### config.mk
export PLATFORM = sky130hd
export DESIGN_NAME = pid_with_integral_and_output_clamp_flat
export DESIGN_NICKNAME = d
export VERILOG_FILES = /design/src/hdl/pidc_pkg.sv /design/src/hdl/pidc_stream_if.sv /design/src/hdl/pidc_mul.sv /design/src/hdl/pidc_seq.sv /design/src/hdl/pid_with_integral_and_output_clamp.sv /design/src/flat_wrapper.sv
export SDC_FILE = /design/constraint.sdc
export NUM_CORES = 2
export LEC_CHECK = 0
export ABC_AREA = 0
export BUFFER_PORTS_ARGS = -buffer_cell sky130_fd_sc_hd__buf_2
export CAP_MARGIN = 15
export CORE_MARGIN = 2
export CORE_UTILIZATION = 55
export DETAILED_ROUTE_END_ITERATION = 7
export HOLD_SLACK_MARGIN = 0.08
export PLACE_DENSITY = 0.72
export SETUP_SLACK_MARGIN = 0.2
export SLEW_MARGIN = 20
export SYNTH_ARGS = -nofsm -noshare
export SYNTH_HDL_FRONTEND = slang
export SYNTH_SLANG_ARGS = --single-unit
### constraint.sdc
create_clock -name clk -period 12.4 [get_ports clk]
set_clock_uncertainty 0.2 [all_clocks]
set_input_delay 1.24 -clock clk [delete_from_list [all_inputs] [get_ports clk]]
set_output_delay 1.24 -clock clk [all_outputs]
set_load 0.05 [all_outputs]
### src/hdl/pidc_pkg.sv
package pidc_pkg;

  // Datapath widths
  localparam int ERR_W  = 33;  // exact difference of two 32-bit values
  localparam int MOP_W  = 25;  // second multiplier operand: gain or unsigned dt
  localparam int PROD_W = ERR_W + MOP_W;
  localparam int ACC_W  = 60;  // holds the sum of three products
  localparam int IDX_W  = 3;

  // Register indexes
  localparam logic [IDX_W-1:0] REG_GAIN_P         = 3'd0;
  localparam logic [IDX_W-1:0] REG_GAIN_D         = 3'd1;
  localparam logic [IDX_W-1:0] REG_GAIN_I         = 3'd2;
  localparam logic [IDX_W-1:0] REG_INTEGRAL_LIMIT = 3'd3;
  localparam logic [IDX_W-1:0] REG_OUTPUT_LIMIT   = 3'd4;

  localparam logic [30:0] LIMIT_MAX = 31'h7FFF_FFFF;

  typedef struct packed {
    logic               action;
    logic signed [31:0] measured_position;
    logic signed [31:0] measured_velocity;
    logic signed [31:0] target_position;
    logic signed [31:0] target_velocity;
    logic        [23:0] time_step;
  } pidc_cmd_t;

  typedef struct packed {
    logic signed [31:0] control_out;
  } pidc_res_t;

  typedef struct packed {
    logic [IDX_W-1:0] index;
    logic [31:0]      value;
  } pidc_cfg_t;

  typedef enum logic [2:0] {
    ST_IDLE,
    ST_MUL_E,
    ST_INT_ADD,
    ST_INT_CLAMP,
    ST_MUL_KI,
    ST_SUM,
    ST_OUT
  } pidc_state_t;

  typedef enum logic [1:0] {
    MS_E_DT,
    MS_KP_PE,
    MS_KD_VE,
    MS_KI_INT
  } pidc_mul_sel_t;

  typedef struct packed {
    pidc_state_t   st;
    logic          idle;
    pidc_mul_sel_t mul_sel;
    logic          int_add;
    logic          int_clamp;
    logic          acc_load;
    logic          acc_add;
    logic          out_load;
  } pidc_ctrl_t;

  // Symmetric clamp of a wide signed value to +/- lim
  function automatic logic signed [31:0] clamp_sym(logic signed [ACC_W-1:0] v,
                                                   logic [30:0] lim);
    logic signed [ACC_W-1:0] hi;
    logic signed [ACC_W-1:0] lo;
    logic signed [31:0]      r;
    hi = signed'({{(ACC_W-31){1'b0}}, lim});
    lo = -hi;
    if (v > hi) begin
      r = signed'({1'b0, lim});
    end else if (v < lo) begin
      r = -signed'({1'b0, lim});
    end else begin
      r = v[31:0];
    end
    return r;
  endfunction

endpackage

### src/hdl/pidc_stream_if.sv
interface pidc_stream_if #(
  parameter type payload_t = logic
) ();
  logic     valid;
  logic     ready;
  payload_t data;

  modport source (output valid, output data, input ready);
  modport sink   (input valid, input data, output ready);
endinterface

### src/hdl/pidc_mul.sv
module pidc_mul (
  input  logic                                 clk,
  input  pidc_pkg::pidc_mul_sel_t              sel,
  input  logic signed [pidc_pkg::ERR_W-1:0]    pos_err,
  input  logic signed [pidc_pkg::ERR_W-1:0]    vel_err,
  input  logic signed [31:0]                   integral,
  input  logic        [23:0]                   dt,
  input  logic signed [23:0]                   kp,
  input  logic signed [23:0]                   kd,
  input  logic signed [23:0]                   ki,
  output logic signed [pidc_pkg::PROD_W-1:0]   prod
);
  import pidc_pkg::*;

  logic signed [ERR_W-1:0] op_a;
  logic signed [MOP_W-1:0] op_b;

  // operand select
  always_comb begin
    unique case (sel)
      MS_E_DT: begin
        op_a = pos_err;
        op_b = signed'({1'b0, dt});
      end
      MS_KP_PE: begin
        op_a = pos_err;
        op_b = MOP_W'(kp);
      end
      MS_KD_VE: begin
        op_a = vel_err;
        op_b = MOP_W'(kd);
      end
      MS_KI_INT: begin
        op_a = ERR_W'(integral);
        op_b = MOP_W'(ki);
      end
      default: begin
        op_a = pos_err;
        op_b = signed'({1'b0, dt});
      end
    endcase
  end

  // registered product
  always_ff @(posedge clk) begin
    prod <= PROD_W'(op_a) * PROD_W'(op_b);
  end

endmodule

### src/hdl/pidc_seq.sv
module pidc_seq (
  input  logic                 clk,
  input  logic                 rst,
  input  logic                 start,
  input  logic                 out_hold,
  output pidc_pkg::pidc_ctrl_t ctrl
);
  import pidc_pkg::*;

  pidc_state_t state;
  pidc_state_t state_next;

  always_ff @(posedge clk) begin
    if (rst) begin
      state <= ST_IDLE;
    end else begin
      state <= state_next;
    end
  end

  // next state
  always_comb begin
    unique case (state)
      ST_IDLE:      state_next = start ? ST_MUL_E : ST_IDLE;
      ST_MUL_E:     state_next = ST_INT_ADD;
      ST_INT_ADD:   state_next = ST_INT_CLAMP;
      ST_INT_CLAMP: state_next = ST_MUL_KI;
      ST_MUL_KI:    state_next = ST_SUM;
      ST_SUM:       state_next = ST_OUT;
      ST_OUT:       state_next = out_hold ? ST_OUT : ST_IDLE;
      default:      state_next = ST_IDLE;
    endcase
  end

  // control decode
  always_comb begin
    ctrl           = '0;
    ctrl.st        = state;
    ctrl.mul_sel   = MS_E_DT;
    unique case (state)
      ST_IDLE:      ctrl.idle = 1'b1;
      ST_MUL_E:     ctrl.mul_sel = MS_E_DT;
      ST_INT_ADD: begin
        ctrl.mul_sel = MS_KP_PE;
        ctrl.int_add = 1'b1;
      end
      ST_INT_CLAMP: begin
        ctrl.mul_sel   = MS_KD_VE;
        ctrl.int_clamp = 1'b1;
        ctrl.acc_load  = 1'b1;
      end
      ST_MUL_KI: begin
        ctrl.mul_sel = MS_KI_INT;
        ctrl.acc_add = 1'b1;
      end
      ST_SUM:       ctrl.acc_add = 1'b1;
      ST_OUT:       ctrl.out_load = !out_hold;
      default:      ctrl.idle = 1'b0;
    endcase
  end

endmodule

### src/hdl/pid_with_integral_and_output_clamp.sv
// Channel  Dir  Payload                                     Handshake
// cmd      in   action, positions, velocities, time_step    valid/ready
// res      out  control_out                                 valid/ready
// cfg      in   index, value                                valid/ready (always ready)
//
// A shared multiplier forms pe*dt, kp*pe, kd*ve and ki*integral in turn as
// the sequencer steps through MUL_E, INT_ADD, INT_CLAMP, MUL_KI, SUM and OUT;
// the next request is taken once it is back in idle. A clear request gives
// no result. cmd is ready only while the sequencer is idle; a result waiting
// on res stalls the sequencer in its last step.
// Reset (rst, synchronous) clears gains and integral, sets limits to full scale.
module pid_with_integral_and_output_clamp #(
  parameter int DATA_WIDTH = 32,
  parameter int FRAC_BITS  = 16
) (
  input logic           clk,
  input logic           rst,
  pidc_stream_if.sink   cmd,
  pidc_stream_if.source res,
  pidc_stream_if.sink   cfg
);
  import pidc_pkg::*;

  localparam logic [30:0] DataCap = (DATA_WIDTH >= 32) ? LIMIT_MAX :
                                    31'((64'd1 << (DATA_WIDTH - 1)) - 64'd1);

  function automatic logic [30:0] eff_limit(logic [30:0] lim);
    return (lim > DataCap) ? DataCap : lim;
  endfunction

  // configuration registers
  logic signed [23:0] gain_p;
  logic signed [23:0] gain_d;
  logic signed [23:0] gain_i;
  logic        [30:0] integral_limit;
  logic        [30:0] out_limit;

  // working registers
  logic signed [ERR_W-1:0]  pos_err;
  logic signed [ERR_W-1:0]  vel_err;
  logic        [23:0]       dt;
  logic signed [31:0]       integral_acc;
  logic signed [ACC_W-1:0]  int_sum;
  logic signed [ACC_W-1:0]  acc;
  logic signed [PROD_W-1:0] prod;
  logic                     out_valid;
  logic signed [31:0]       out_data;

  pidc_ctrl_t ctrl;

  logic              cmd_fire;
  logic              cfg_fire;
  logic              out_hold;
  logic [30:0]       ilim_eff;
  logic [30:0]       olim_eff;
  logic [30:0]       ilim_new;
  logic signed [ACC_W-1:0] acc_shift;
  logic signed [ACC_W-1:0] prod_shift;

  assign cmd_fire  = cmd.valid && cmd.ready;
  assign cfg_fire  = cfg.valid && cfg.ready;
  assign cmd.ready = ctrl.idle;
  assign cfg.ready = 1'b1;
  assign out_hold  = out_valid && !res.ready;

  assign ilim_eff   = eff_limit(integral_limit);
  assign olim_eff   = eff_limit(out_limit);
  assign ilim_new   = eff_limit(cfg.data.value[30:0]);
  assign prod_shift = ACC_W'(prod >>> FRAC_BITS);
  assign acc_shift  = acc >>> FRAC_BITS;

  pidc_seq u_seq (
    .clk      (clk),
    .rst      (rst),
    .start    (cmd_fire && !cmd.data.action),
    .out_hold (out_hold),
    .ctrl     (ctrl)
  );

  pidc_mul u_mul (
    .clk      (clk),
    .sel      (ctrl.mul_sel),
    .pos_err  (pos_err),
    .vel_err  (vel_err),
    .integral (integral_acc),
    .dt       (dt),
    .kp       (gain_p),
    .kd       (gain_d),
    .ki       (gain_i),
    .prod     (prod)
  );

  // configuration writes
  always_ff @(posedge clk) begin
    if (rst) begin
      gain_p         <= '0;
      gain_d         <= '0;
      gain_i         <= '0;
      integral_limit <= LIMIT_MAX;
      out_limit      <= LIMIT_MAX;
    end else if (cfg_fire) begin
      unique case (cfg.data.index)
        REG_GAIN_P:         gain_p <= cfg.data.value[23:0];
        REG_GAIN_D:         gain_d <= cfg.data.value[23:0];
        REG_GAIN_I:         gain_i <= cfg.data.value[23:0];
        REG_INTEGRAL_LIMIT: integral_limit <= cfg.data.value[30:0];
        REG_OUTPUT_LIMIT:   out_limit <= cfg.data.value[30:0];
        default:            gain_p <= gain_p;
      endcase
    end
  end

  // integral state: clear, update clamp, re-clamp on limit writes
  always_ff @(posedge clk) begin
    if (rst) begin
      integral_acc <= '0;
    end else begin
      priority if (cmd_fire && cmd.data.action) begin
        integral_acc <= '0;
      end else if (ctrl.int_clamp) begin
        integral_acc <= clamp_sym(int_sum, ilim_eff);
      end else if (cfg_fire && cfg.data.index == REG_INTEGRAL_LIMIT) begin
        integral_acc <= clamp_sym(ACC_W'(integral_acc), ilim_new);
      end else if (cfg_fire && cfg.data.index == REG_OUTPUT_LIMIT) begin
        integral_acc <= clamp_sym(ACC_W'(integral_acc), ilim_eff);
      end else begin
        integral_acc <= integral_acc;
      end
    end
  end

  // operand capture and accumulation
  always_ff @(posedge clk) begin
    if (cmd_fire) begin
      pos_err <= ERR_W'(cmd.data.target_position) - ERR_W'(cmd.data.measured_position);
      vel_err <= ERR_W'(cmd.data.target_velocity) - ERR_W'(cmd.data.measured_velocity);
      dt      <= cmd.data.time_step;
    end
    if (ctrl.int_add) begin
      int_sum <= ACC_W'(integral_acc) + prod_shift;
    end
    if (ctrl.acc_load) begin
      acc <= ACC_W'(prod);
    end else if (ctrl.acc_add) begin
      acc <= acc + ACC_W'(prod);
    end
  end

  // result register
  always_ff @(posedge clk) begin
    if (rst) begin
      out_valid <= 1'b0;
    end else if (ctrl.out_load) begin
      out_valid <= 1'b1;
    end else if (res.ready) begin
      out_valid <= 1'b0;
    end
  end

  always_ff @(posedge clk) begin
    if (ctrl.out_load) begin
      out_data <= clamp_sym(acc_shift, olim_eff);
    end
  end

  assign res.valid            = out_valid;
  assign res.data.control_out = out_data;

`ifndef SYNTH
  // stored integral never exceeds its effective bound
  a_int_bound: assert property (@(posedge clk) disable iff (rst)
    (integral_acc <= signed'({1'b0, ilim_eff})) &&
    (integral_acc >= -signed'({1'b0, ilim_eff})))
    else $error("integral outside its limit");

  // an update request starts the multiply sequence
  a_start: assert property (@(posedge clk) disable iff (rst)
    (cmd_fire && !cmd.data.action) |=> (ctrl.st == ST_MUL_E))
    else $error("update request did not start sequencer");

  // a clear request produces no result
  a_clear: assert property (@(posedge clk) disable iff (rst)
    (cmd_fire && cmd.data.action) |=> ctrl.idle && !ctrl.out_load)
    else $error("clear request left idle");

  // a result held on res is not overwritten
  a_hold: assert property (@(posedge clk) disable iff (rst)
    (ctrl.st == ST_OUT && out_hold) |-> !ctrl.out_load)
    else $error("result overwritten while stalled");
`endif

endmodule

### src/flat_wrapper.sv
// flat-port wrapper written by rule: the top's interface ports become plain ports
module pid_with_integral_and_output_clamp_flat import pidc_pkg::*;
#(
  parameter int DATA_WIDTH = 32,
  parameter int FRAC_BITS  = 16
)
  (clk, rst, cmd_valid, cmd_data, cmd_ready, res_valid, res_data, res_ready, cfg_valid, cfg_data, cfg_ready);
  pidc_stream_if #(.payload_t(pidc_cmd_t)) cmd_i ();
  pidc_stream_if #(.payload_t(pidc_res_t)) res_i ();
  pidc_stream_if #(.payload_t(pidc_cfg_t)) cfg_i ();
  input logic clk;
  input logic rst;
  input wire logic [$bits(cmd_i.valid)-1:0] cmd_valid;
  input wire logic [$bits(cmd_i.data)-1:0] cmd_data;
  output wire logic [$bits(cmd_i.ready)-1:0] cmd_ready;
  output wire logic [$bits(res_i.valid)-1:0] res_valid;
  output wire logic [$bits(res_i.data)-1:0] res_data;
  input wire logic [$bits(res_i.ready)-1:0] res_ready;
  input wire logic [$bits(cfg_i.valid)-1:0] cfg_valid;
  input wire logic [$bits(cfg_i.data)-1:0] cfg_data;
  output wire logic [$bits(cfg_i.ready)-1:0] cfg_ready;
  assign cmd_i.valid = cmd_valid;
  assign cmd_i.data = cmd_data;
  assign cmd_ready = cmd_i.ready;
  assign res_valid = res_i.valid;
  assign res_data = res_i.data;
  assign res_i.ready = res_ready;
  assign cfg_i.valid = cfg_valid;
  assign cfg_i.data = cfg_data;
  assign cfg_ready = cfg_i.ready;
  pid_with_integral_and_output_clamp #(.DATA_WIDTH(DATA_WIDTH), .FRAC_BITS(FRAC_BITS)) u_core (.clk(clk), .rst(rst), .cmd(cmd_i), .res(res_i), .cfg(cfg_i));
endmodule
==> metrics <==
NumNets Final 9332; Final Setup Violations 0; cell mode on critical path fa_1; Synth cell types 86; worst hold start u_core.gain_p[18]; Filler cells about 10000; WL met1 between 80000 and 90000 um; clk_lat worst skew 0.69 ns; Cell Area, Synth 65170 um^2; CP max-delay cell fa_1; Slew HR between 10% and 20%; crit path DAT between 10 and 15 ns; CP startpoint kind flop; Avg WL per Cell around 23 um; register area share after synthesis between 10% and 20%; Mapped Cells approximately 7600; H-Tree Level Count 2; fin crit period ~11 ns; dpl hpwl roughly 170000 um; DRC Markers 0; number of flops mapped to enable cells by yosys approximately 230; starting density of the core between 50% and 60%; hold-fix buffer count after cts 0; CP top delay family adder cells; Worst Hold End u_core.gain_p[18]; Final Max Slew Viols 0; post-CTS setup repair buffer count 0; worst slew pin tran 1.248 ns; vias per cell ~6.1; Final Cell Area 69950 um^2; count of yosys warnings during synthesis 0; area of the multi-input gates 48870 um^2; r2r setup slk about 1.8 ns; number of synthesized register bits ~450; Critical Path Start u_core.u_seq.state[2]; Layout area overhead 7.336%; vias in the first global route 55890; WL met3 between 20000 and 25000 um; placed cell areas just under 70000 um^2; Bufs on Longest Clock Path 3; global-route usage over all layers between 30% and 40%; met2 routed WL ~95000 um; Critical Path Fanout Max between 100 and 150; initial antenna violation count 11; syn_area_per_cell between 8 and 9 um^2; clk root buf clkbuf_16; first-pass GRT wire length 327900 um; clock slew at reported path FFs 0.06 ns; Top Metal Used met5; die width 348.2 um; Register-to-Register Path Depth 30; run status complete, no violations; Critical Path RT 12.78 ns; die area around 120000 um^2; Total Routed Length between 200000 and 250000 um; endpoints failing hold 0; num rows between 100 and 150; Storage cell area approximately 11000 um^2; layout cell share with drive strength beyond 1 6.712%; r2r startpoint u_core.u_seq.state[2]; Synth Net Count 9295; antenna-violating nets left 0; ys flop type dfxtp_1; CTS buffer count 54; unrepaired setup endpoints after global routing false; critical path class reg -> reg; period utilization 85.18%; worst reg2reg endpoint u_core.u_mul.prod[55]; Max Fclk between 90 and 100 MHz; TNS Setup 0 ns; max-capacitance violation count 0; die height around 350 um; Ports 228; kind of end point of the critical path flop; Critical Path Max Stage Delay just under 0.9 ns; cts repair resizes 0; Async SR Flop Fraction 0%; vias 55710; RD Place Congestion 1.009; # clock sinks between 400 and 500; number of port buffers 225; CTS tree built; hold depth 2; remaining global-route overflow 0; worst hold path type reg -> reg; largest net degree at the start of global routing 129; drt first pass iters 6; Crit path buffers/inverters 8; DRT iter0 DRCs approximately 5400; CORE AREA 117800 um^2
cells in the mapped netlist, drive strengths merged (67+ instances only):
cell    number  area, um^2
inv       1063        3990
a21oi      480        2402
nand3      104       525.5
xor2        75       656.9
nand2b      67       419.2
a21o       255        1914
nor3        99       506.7
ha         680        8508
nor2       729        2736
nand2      987        3705
clkbuf     326        1224
dfxtp      228        4564
fa         847       16960
edfxtp     225        6756
nand4       77       481.7
o21ai      227        1136
nand3b      78       585.6
xnor2      243        2136
worst register-to-register path, delay by kind of cell, from the launching register on:
kind,cells,cell delay (ns)
AO/OA/AOI/OAI,5,0.98
XOR/XNOR,1,0.14
adder cells (fa/ha/maj),8,4.40
buffers and inverters,8,1.98
flip-flops,1,0.46
multiplexers,1,0.34
AND/OR/NAND/NOR,7,1.94
cell families (layout without fill, tap and decap cells):
family                     after synthesis  in the layout  synth area share, %
DFF                                    453            453                17.37
buffers and inverters                 1422           1505                8.215
muxes                                   62             62               0.9541
adders and majority gates             1527           1527                39.07
other                                    1             11             0.005754
and+or+nand+nor                       2401           2401                16.41
xor gates and xnor gates               318            318                4.285
AOI/OAI and AO/OA                     1391           1391                13.69
sequential cells by signal, indices dropped and copies added, names as in the netlist:
register,count
u_core.acc,60
u_core.u_mul.prod,58
u_core.int_sum,43
u_core.pos_err,33
u_core.vel_err,33
u_core.integral_acc,32
u_core.res.data,32
u_core.integral_limit,31
u_core.out_limit,31
u_core.dt,24
u_core.gain_d,24
u_core.gain_i,24
u_core.gain_p,24
u_core.u_seq.state,3
u_core.res.valid,1
cells in the final DEF (no fill, tap or decap), types with 14 or more instances in the layout:
master	instances
o221ai_1	25
buf_2	224
nand2b_1	67
or3_1	22
o211ai_1	27
o21a_1	55
a21oi_2	19
fa_1	847
nand3b_1	78
a21oi_1	461
dfxtp_1	226
xor2_1	74
xnor2_1	242
nand2_1	986
nor2_1	724
a22oi_1	14
and3_1	36
nor3_1	96
and2_1	27
mux2i_1	60
clkbuf_16	58
a221oi_1	30
edfxtp_1	225
o21bai_1	24
or2_2	16
a21o_1	255
a211oi_1	37
a221o_1	16
nand4_1	77
ha_1	680
nor4_1	52
nor2b_1	62
inv_1	1063
a31oi_1	38
o31ai_1	22
o21ai_0	225
nand3_1	102
buf_4	112
and4_1	18
stage by stage:
step / setup slack [ns] / std cells / util, % / hold WS, ns
after floorplan: 2.760 / 7575 / - / 0.2357
after global placement: 2.041 / 9091 / 57.81 / 0.2410
after detailed placement: 1.938 / 9091 / 57.81 / 0.2461
after CTS: 1.878 / 9193 / 59.36 / 0.2541
after global routing: 1.199 / 9195 / 59.38 / 0.2670
final: 1.838 / 9204 / 59.40 / 0.2538
metal layers:
metal | up-vias | GRT usage, %
met1 | 27050 | 44.62
met3 | 653 | 9.731
li1 | 25180 | -
met5 | - | 0
met4 | 4 | 19.29
met2 | 2830 | 55.73
how the worst max path moves through the flow:
stage,to,depth (start not counted)
after floorplan,u_core.u_mul.prod[55],27
after global placement,u_core.u_mul.prod[55],30
after detailed placement,u_core.u_mul.prod[55],30
after CTS,u_core.u_mul.prod[55],30
after global routing,u_core.u_mul.prod[55],30
final,u_core.u_mul.prod[55],30
cell type report:
cell class	count	share of cell area (%)
tap	1536	2.747
timing repair buffer	338	2.849
clock buffer	73	2.186
sequential	453	16.19
clock inverter	29	0.4275
multi-input combinational	5700	69.85
inverter	1065	5.715
antenna	10	0.03577
Power is not shown: default switching activity piles up to over one toggle a cycle in this logic, so the estimate is an artifact.
